--- src/design/tcs_pkg.sv ---
package tcs_pkg;

  // effective mode codes, anything above pause is safety
  localparam logic [3:0] MODE_AUTO   = 4'd0;
  localparam logic [3:0] MODE_MANUAL = 4'd1;
  localparam logic [3:0] MODE_PAUSE  = 4'd2;
  localparam logic [3:0] MODE_SAFETY = 4'd9;

  localparam logic [11:0] NEUTRAL_RESET  = 12'd2836;
  localparam logic [3:0]  BUCKET_RESET   = 4'd5;
  localparam logic [3:0]  BUCKET_AUTO    = 4'd5;
  localparam logic [3:0]  BUCKET_FAULT   = 4'd4;
  localparam int          BUCKET_COUNT   = 10;
  localparam int          LADDER_STEPS   = BUCKET_COUNT - 1;

  // speed breakpoints in mm/s and their targets
  localparam logic signed [15:0] SPD_X0 = 16'sd0;
  localparam logic signed [15:0] SPD_X1 = 16'sd400;
  localparam logic signed [15:0] SPD_X2 = 16'sd750;
  localparam logic signed [15:0] SPD_X3 = 16'sd1000;
  localparam logic signed [15:0] SPD_X4 = 16'sd1200;
  localparam logic signed [15:0] SPD_X5 = 16'sd1500;

  localparam logic [11:0] SPD_Y0 = 12'd2836;
  localparam logic [11:0] SPD_Y1 = 12'd2452;
  localparam logic [11:0] SPD_Y2 = 12'd2350;
  localparam logic [11:0] SPD_Y3 = 12'd2300;
  localparam logic [11:0] SPD_Y4 = 12'd2246;
  localparam logic [11:0] SPD_Y5 = 12'd2160;

  // reciprocal scaling for the rounded segment division
  localparam int RECIP_SHIFT = 30;
  localparam int OFF_W       = 9;
  localparam int COEF_W      = 30;
  localparam int PROD_W      = OFF_W + COEF_W + 1;
  localparam int QUO_W       = PROD_W - RECIP_SHIFT;

  // per segment: slope term 2*dy*ceil(2^30/(2*dx)) and bias (dx-1)*ceil(2^30/(2*dx))
  localparam logic [COEF_W-1:0] SEG1_K = 30'd1030792704;
  localparam logic [COEF_W-1:0] SEG1_C = 30'd535529022;
  localparam logic [COEF_W-1:0] SEG2_K = 30'd312919068;
  localparam logic [COEF_W-1:0] SEG2_C = 30'd535337033;
  localparam logic [COEF_W-1:0] SEG3_K = 30'd214748400;
  localparam logic [COEF_W-1:0] SEG3_C = 30'd534723516;
  localparam logic [COEF_W-1:0] SEG4_K = 30'd289910340;
  localparam logic [COEF_W-1:0] SEG4_C = 30'd534186645;
  localparam logic [COEF_W-1:0] SEG5_K = 30'd307806040;
  localparam logic [COEF_W-1:0] SEG5_C = 30'd535081430;

  typedef struct packed {
    logic [3:0]         mode;
    logic               link_good;
    logic               speed_valid;
    logic signed [15:0] speed_mm_s;
    logic [9:0]         lever_position;
    logic               fault_latched;
    logic               manual_steer_ok;
  } cmd_t;

  typedef struct packed {
    logic [11:0] target;
    logic [3:0]  bucket_out;
    logic        fault_clear;
  } result_t;

  // lever threshold ladder, highest reading is bucket 0
  function automatic logic [3:0] lever_bucket(input logic [9:0] lever);
    logic [3:0] b;
    b = 4'd9;
    if      (lever >= 10'd931) b = 4'd0;
    else if (lever >= 10'd838) b = 4'd1;
    else if (lever >= 10'd746) b = 4'd2;
    else if (lever >= 10'd654) b = 4'd3;
    else if (lever >= 10'd562) b = 4'd4;
    else if (lever >= 10'd469) b = 4'd5;
    else if (lever >= 10'd377) b = 4'd6;
    else if (lever >= 10'd285) b = 4'd7;
    else if (lever >= 10'd192) b = 4'd8;
    return b;
  endfunction

  // fixed calibration targets per bucket
  function automatic logic [11:0] bucket_target(input logic [3:0] b);
    logic [11:0] t;
    case (b)
      4'd0:    t = 12'd3138;
      4'd1:    t = 12'd3063;
      4'd2:    t = 12'd2987;
      4'd3:    t = 12'd2912;
      4'd4:    t = 12'd2836;
      4'd5:    t = 12'd2616;
      4'd6:    t = 12'd2534;
      4'd7:    t = 12'd2452;
      4'd8:    t = 12'd2370;
      default: t = 12'd2288;
    endcase
    return t;
  endfunction

endpackage

--- src/design/transmission_command_selector_unit.sv ---
// transmission command selector
// cmd channel (cmd_valid/cmd_ready/cmd) carries one control tick per transaction:
// mode, link status, speed command, lever reading and steering fault signals.
// res channel (res_valid/res_ready/res) returns one transaction per tick with
// the actuator target, the bucket number and the fault clear pulse.
// cfg_we/cfg_data write the neutral target; write it only while no tick is in flight.
// the block has an input register and a result register with the speed
// interpolation, lever ladder and fault logic between them; one multiply by a
// segment constant does the rounded division of the interpolation.
// a tick waits in the input register and moves to the result register when that
// register is free or its result is taken in the same cycle.
// throughput: one tick per cycle while the receiver takes results, set by the single register stage per side.
// when the receiver stalls the result holds, one more tick is taken into the
// input register, then cmd_ready drops until the result is taken.
// reset clears both valid flags, sets the bucket to 5, clears the pause flag
// and loads the neutral target with 2836.
module transmission_command_selector_unit (
  input  logic             clk,
  input  logic             rst,
  input  logic             cmd_valid,
  output logic             cmd_ready,
  input  tcs_pkg::cmd_t    cmd,
  output logic             res_valid,
  input  logic             res_ready,
  output tcs_pkg::result_t res,
  input  logic             cfg_we,
  input  logic [11:0]      cfg_data
);

  logic                 cmd_q_valid;
  tcs_pkg::cmd_t        cmd_q;
  logic [11:0]          neutral_target;
  logic [3:0]           bucket_reg;
  logic                 pause_seen;
  logic                 advance;

  logic [3:0]           bucket_next;
  logic                 pause_seen_next;
  tcs_pkg::result_t     res_next;

  logic [3:0]                    mode_eff;
  logic [tcs_pkg::OFF_W-1:0]     seg_off;
  logic [tcs_pkg::COEF_W-1:0]    seg_k;
  logic [tcs_pkg::COEF_W-1:0]    seg_c;
  logic [11:0]                   seg_y0;
  logic [tcs_pkg::PROD_W-1:0]    seg_prod;
  logic [tcs_pkg::QUO_W-1:0]     seg_q;
  logic [11:0]                   speed_target;
  logic [3:0]                    lever_b;
  logic [11:0]                   manual_target;
  logic [11:0]                   target;
  logic [3:0]                    bucket;
  logic                          clear;

  // handshake: the input register moves on whenever the result register is free
  assign advance   = cmd_q_valid && (!res_valid || res_ready);
  assign cmd_ready = !cmd_q_valid || !res_valid || res_ready;

  // segment choice and constants for the speed interpolation
  always_comb begin
    seg_off = '0;
    seg_k   = tcs_pkg::SEG1_K;
    seg_c   = tcs_pkg::SEG1_C;
    seg_y0  = tcs_pkg::SPD_Y0;
    if (cmd_q.speed_mm_s <= tcs_pkg::SPD_X1) begin
      seg_off = tcs_pkg::OFF_W'(cmd_q.speed_mm_s - tcs_pkg::SPD_X0);
    end else if (cmd_q.speed_mm_s <= tcs_pkg::SPD_X2) begin
      seg_off = tcs_pkg::OFF_W'(cmd_q.speed_mm_s - tcs_pkg::SPD_X1);
      seg_k   = tcs_pkg::SEG2_K;
      seg_c   = tcs_pkg::SEG2_C;
      seg_y0  = tcs_pkg::SPD_Y1;
    end else if (cmd_q.speed_mm_s <= tcs_pkg::SPD_X3) begin
      seg_off = tcs_pkg::OFF_W'(cmd_q.speed_mm_s - tcs_pkg::SPD_X2);
      seg_k   = tcs_pkg::SEG3_K;
      seg_c   = tcs_pkg::SEG3_C;
      seg_y0  = tcs_pkg::SPD_Y2;
    end else if (cmd_q.speed_mm_s <= tcs_pkg::SPD_X4) begin
      seg_off = tcs_pkg::OFF_W'(cmd_q.speed_mm_s - tcs_pkg::SPD_X3);
      seg_k   = tcs_pkg::SEG4_K;
      seg_c   = tcs_pkg::SEG4_C;
      seg_y0  = tcs_pkg::SPD_Y3;
    end else begin
      seg_off = tcs_pkg::OFF_W'(cmd_q.speed_mm_s - tcs_pkg::SPD_X4);
      seg_k   = tcs_pkg::SEG5_K;
      seg_c   = tcs_pkg::SEG5_C;
      seg_y0  = tcs_pkg::SPD_Y4;
    end
  end

  // rounded drop below the segment start, via scaled reciprocal
  assign seg_prod = tcs_pkg::PROD_W'(seg_off) * tcs_pkg::PROD_W'(seg_k)
                  + tcs_pkg::PROD_W'(seg_c);
  assign seg_q    = seg_prod[tcs_pkg::PROD_W-1:tcs_pkg::RECIP_SHIFT];

  // clamp at both ends of the speed table
  always_comb begin
    if (cmd_q.speed_mm_s <= tcs_pkg::SPD_X0) begin
      speed_target = tcs_pkg::SPD_Y0;
    end else if (cmd_q.speed_mm_s >= tcs_pkg::SPD_X5) begin
      speed_target = tcs_pkg::SPD_Y5;
    end else begin
      speed_target = seg_y0 - 12'(seg_q);
    end
  end

  // manual lever ladder
  assign lever_b       = tcs_pkg::lever_bucket(cmd_q.lever_position);
  assign manual_target = tcs_pkg::bucket_target(lever_b);

  // mode selection and fault hold
  always_comb begin
    mode_eff        = cmd_q.link_good ? cmd_q.mode : tcs_pkg::MODE_SAFETY;
    target          = neutral_target;
    bucket          = bucket_reg;
    clear           = 1'b0;
    pause_seen_next = pause_seen;
    if (mode_eff == tcs_pkg::MODE_AUTO) begin
      target = cmd_q.speed_valid ? speed_target : neutral_target;
      bucket = tcs_pkg::BUCKET_AUTO;
    end else if (mode_eff == tcs_pkg::MODE_MANUAL) begin
      target = manual_target;
      bucket = lever_b;
    end
    if (cmd_q.fault_latched) begin
      if (mode_eff == tcs_pkg::MODE_PAUSE) begin
        pause_seen_next = 1'b1;
      end
      if (mode_eff == tcs_pkg::MODE_MANUAL && pause_seen && cmd_q.manual_steer_ok &&
          target == neutral_target) begin
        clear           = 1'b1;
        pause_seen_next = 1'b0;
      end else begin
        target = neutral_target;
        bucket = tcs_pkg::BUCKET_FAULT;
      end
    end
    bucket_next          = bucket;
    res_next.target      = target;
    res_next.bucket_out  = bucket;
    res_next.fault_clear = clear;
  end

  // control state
  always_ff @(posedge clk) begin
    if (rst) begin
      cmd_q_valid    <= 1'b0;
      res_valid      <= 1'b0;
      neutral_target <= tcs_pkg::NEUTRAL_RESET;
      bucket_reg     <= tcs_pkg::BUCKET_RESET;
      pause_seen     <= 1'b0;
    end else begin
      if (cfg_we) begin
        neutral_target <= cfg_data;
      end
      if (cmd_valid && cmd_ready) begin
        cmd_q_valid <= 1'b1;
      end else if (advance) begin
        cmd_q_valid <= 1'b0;
      end
      if (advance) begin
        res_valid  <= 1'b1;
        bucket_reg <= bucket_next;
        pause_seen <= pause_seen_next;
      end else if (res_ready) begin
        res_valid <= 1'b0;
      end
    end
  end

  // payload registers
  always_ff @(posedge clk) begin
    if (cmd_valid && cmd_ready) begin
      cmd_q <= cmd;
    end
    if (advance) begin
      res <= res_next;
    end
  end

  // a clear pulse only comes with the neutral target passed through
  a_clear_neutral: assert property (@(posedge clk) disable iff (rst)
    res_valid && res.fault_clear |-> res.target == neutral_target)
    else $error("fault clear with non-neutral target");

  // the reported bucket is the stored bucket
  a_bucket_match: assert property (@(posedge clk) disable iff (rst)
    res_valid |-> res.bucket_out == bucket_reg)
    else $error("bucket output differs from bucket register");

  // pause flag drops only through a recovery transaction
  a_pause_drop: assert property (@(posedge clk) disable iff (rst)
    $fell(pause_seen) |-> $past(rst) || (res_valid && res.fault_clear))
    else $error("pause flag cleared without recovery");

  // an empty result register never blocks the input side
  a_ready_free: assert property (@(posedge clk) disable iff (rst)
    !res_valid |-> cmd_ready)
    else $error("input stalled with free result register");

endmodule
--- config.mk ---
export PLATFORM = sky130hd
export DESIGN_NAME = transmission_command_selector_unit
export DESIGN_NICKNAME = d
export VERILOG_FILES = /design/src/design/tcs_pkg.sv /design/src/design/transmission_command_selector_unit.sv
export SDC_FILE = /design/constraint.sdc
export NUM_CORES = 1
export LEC_CHECK = 0
export ABC_AREA = 1
export BUFFER_PORTS_ARGS = -buffer_cell sky130_fd_sc_hd__buf_2
export CAP_MARGIN = 10
export CORE_UTILIZATION = 64
export DETAILED_ROUTE_END_ITERATION = 10
export PLACE_DENSITY = 0.83
export SETUP_SLACK_MARGIN = 0.3
export SYNTH_ARGS = -nofsm -noshare
export SYNTH_HDL_FRONTEND = slang
export SYNTH_SLANG_ARGS = --single-unit
--- constraint.sdc ---
create_clock -name clk -period 11.1 [get_ports clk]
set_input_delay 0 -clock clk [delete_from_list [all_inputs] [get_ports clk]]
set_output_delay 0 -clock clk [all_outputs]
set_load 0.01 [all_outputs]
==> flow_results.org <==
** Route
- Dividing the detail-routed wire length by the instance count gives 20.1 um.
- Drc violations :: 0
- The final layout contains routed wiring with a total length of 40.4 mm.
- DR iter-0 viols :: 1091
- Number of nets with antenna violations after detailed routing :: 0
- Detail-routed via count per cell :: 5.86
- The first detailed-routing pass took 5 iterations.
- Detailed routing inserted a total of 11800 vias.

** Placed design
- At the end of routability-driven placement, the weighted congestion stood at 1.06.
- The number of placed instances, taps included, is 1936.
- The wire-length estimate of the detail-placed layout is 32.0 mm.
- Buffers added on ports :: 69
- Area of placed instances :: 13300 um^2

** Critical path
- CP bufs+invs :: 8
- Worst setup SP type :: register
- Worst EP arrival :: 10320 ps
- Endpoint required time on the critical path :: 11280 ps
- Counting stages on the worst path, the most repeated cell is nand2_1.
- Max stage delay on crit path :: 540 ps
- The worst setup path is captured at a register.
- Category of the critical setup timing path :: register to register
- Largest delay share family, worst path :: adder cells
- Critical path fanouts, max :: 13
- For this design, the slowest cell found on the critical path is fa_1.

** Cells and area
- Summing all multi-input logic gate instances after layout gives 9220 um^2.
- Flip-flop count of the largest register after layout :: 34
- Registers with the most flip-flops :: cmd_q: 34 flops, res: 17 flops, neutral_target: 12 flops
- After the last flow step, the layout net total stands at 2094.
- After the flow finishes, the layout carries non-filler instances totaling 2006.
- Fillers :: 1455
- 0 antenna diodes ended up in the layout.
- Counting flops per register, the top entry is cmd_q.
- The finished cells cover 14200 um^2.
- Registers take 1910 um^2.
- Syn-to-layout area delta :: 12.4%
- Cells with a size suffix above 1 make up 9.56% of the layout.

** Yosys
- The Yosys step of the flow raised 0 warnings.
- The synthesized design spends more area on one cell type than any other, namely fa_1.
- Combined area of all synthesized cells :: 12600 um^2
- Most frequent cell after synthesis :: inv_1
- The share of synthesized area in the top cell type comes to 31.3%.
- Distinct cells, synth :: 55
- Synthesis produced a netlist with a net count of 1967.
- In this run, synthesis produced a sequential element count of 70.
- Async SR Flop Fraction :: 0%
- For this run, the leading register cell type out of synthesis is edfxtp_1.
- By count the netlist is led by inv_1 (357), nand2_1 (299), fa_1 (197), nor2_1 (178), ha_1 (105).
- The average instance in the mapped netlist occupies 7.81 um^2.
- Yosys mapped a number of flops with a built-in enable equal to 51.
- Sequential cells were found to cover 15.2% of the synthesized design area.
- Synth top area cells :: fa_1 (31%), edfxtp_1 (12%), inv_1 (11%), ha_1 (10%), nand2_1 (8.9%)
- Synthesis produced a netlist whose cell count is 1614.

** Run status
- The run finished with clean final reports.

** STA
- Maximum clock frequency :: 0.0986 GHz
- Period Utilization, post-route :: 91.4%
- The worst path in the final design needs a cycle of 10150 ps, including I/O delays and setup.
- Endpoints failing setup :: 0
- The worst pin sits at a relative slew slack of 49.0%.
- Final Hold Fails :: 0
- On the final layout, the worst clock skew is 12.3 ps.
- Number of slew-limit violations in the final report :: 0
- Hold is met by 26.0 ps.
- For the pin with the worst max-slew slack, the measured transition is 760 ps.
- Post-route setup TNS :: 0 ps
- Setup repair after global routing left no endpoint under its margin.

** Global routing
- The first global-routing pass estimated 63.4 mm of wire.
- After global routing the overflow that remains totals 0.
- Largest net degree at the start of global routing :: 35
- Antenna violations before repair :: 0
- Global routing consumed, on the met2 layer, 68.3% of the routing resources.
- Via count of the first global-routing pass :: 11900
- Global router's overall resource usage :: 42.1%
- Busiest grt layer :: met2
- Met1 track utilization from global routing :: 52.5%
- Global routing used 8.11% of the available met3 tracks.

** Die
- Number of rows created at floorplan :: 50
- The core region is 19000 um^2.
- The floorplan step set the die width to 142 um.
- Top-level I/O count :: 70
- Initial standard-cell utilization of the core :: 66.3%
- Die Span Y :: 142 um
- The die covers 20300 um^2.

** Clock network
- The longest clock path from root to sink contains 2 buffers.
- For the worst-skew pair, the clock arrives at the later sink with an insertion delay of 340 ps.
- The cell sitting at the root of the clock tree is a clkbuf_16.
- Clock-pin slew of the registers on the worst-case setup and hold paths :: 60 ps
- TritonCTS built the clock tree.
- The tree built by TritonCTS fans out to 70 sinks.
- Number of buffers created by CTS :: 9
- In this run the number of H-tree levels came out at 3.

** Run
- Count of max-cap constraint violations :: 0

** Worst hold path
- The path class of the tightest hold or removal check is input port to register.
per-stage QoR:
step | worst slack (ps) | utilization [%]
6_report | 955 | 74.5
5_1_grt | 353 | 74.5
4_1_cts | 378 | 74.1
3_5_place_dp | 388 | 70.1
3_3_place_gp | 506 | 70.1
2_1_floorplan | 2160 | -
layer usage:
layer	up-vias	part of all wire (%)
met5	-	0
met3	143	10
met4	0	6.5
met1	5610	38
li1	5275	-
met2	722	45
cell usage in the layout, fill, tap and decap left out, drive strengths merged, types with 2 or more instances in the layout:
cell,n
a21oi,83
fa,197
clkbuf,9
o211ai,8
a21o,4
o21a,4
ha,105
nor4,6
xnor2,5
xor2,8
o221ai,3
nor2,186
a32oi,2
inv,365
nor3,21
o21ai,76
nand3,61
o32ai,2
edfxtp,51
o31ai,3
nand2,325
buf,96
clkinv,9
nand3b,5
dlygate4sd3,48
and3,2
or2,4
a41oi,3
a31oi,10
o22ai,2
clkinvlp,4
dfxtp,19
nand4,8
area by class of cell:
class | count | share of cell area [%]
clock buffers | 9 | 1.59
clock inverters | 7 | 0.433
inverters | 371 | 9.89
multi-input cells | 1145 | 65.0
flip-flops and latches | 70 | 13.5
well taps | 260 | 2.30
repair buffers | 144 | 7.26
kinds of logic (layout without fill, tap and decap cells):
logic type	count (synthesis)	after routing	synth area share (%)
XOR/XNOR	13	13	0.903
buffers and inverters	399	531	11.9
flip-flops	70	70	15.2
adder cells (fa/ha/maj)	302	302	41.7
AND/OR/NAND/NOR	619	619	20.9
other	1	1	0.0297
AO/OA/AOI/OAI	210	210	9.42
repair_timing:
item	CTS	global route
resized for setup	0	7
buffers inserted	0	6
hold buffers	48	0
setup endpoints to repair	0	16
endpoints found under the hold margin	47	0
path summary, 6_finish.rpt:
kind,slack [ps],cells past startpoint,end,start
setup / recovery,950,50,res[1],cmd_q[16]
hold / removal,30,2,neutral_target[2],cfg_we
setup reg to reg,950,50,res[1],cmd_q[16]
hold reg to reg,510,2,bucket_reg[2],bucket_reg[2]
Power is left out: the tool's default activity adds up to more than one toggle a clock period on the data nets, which glitch-free logic cannot reach.
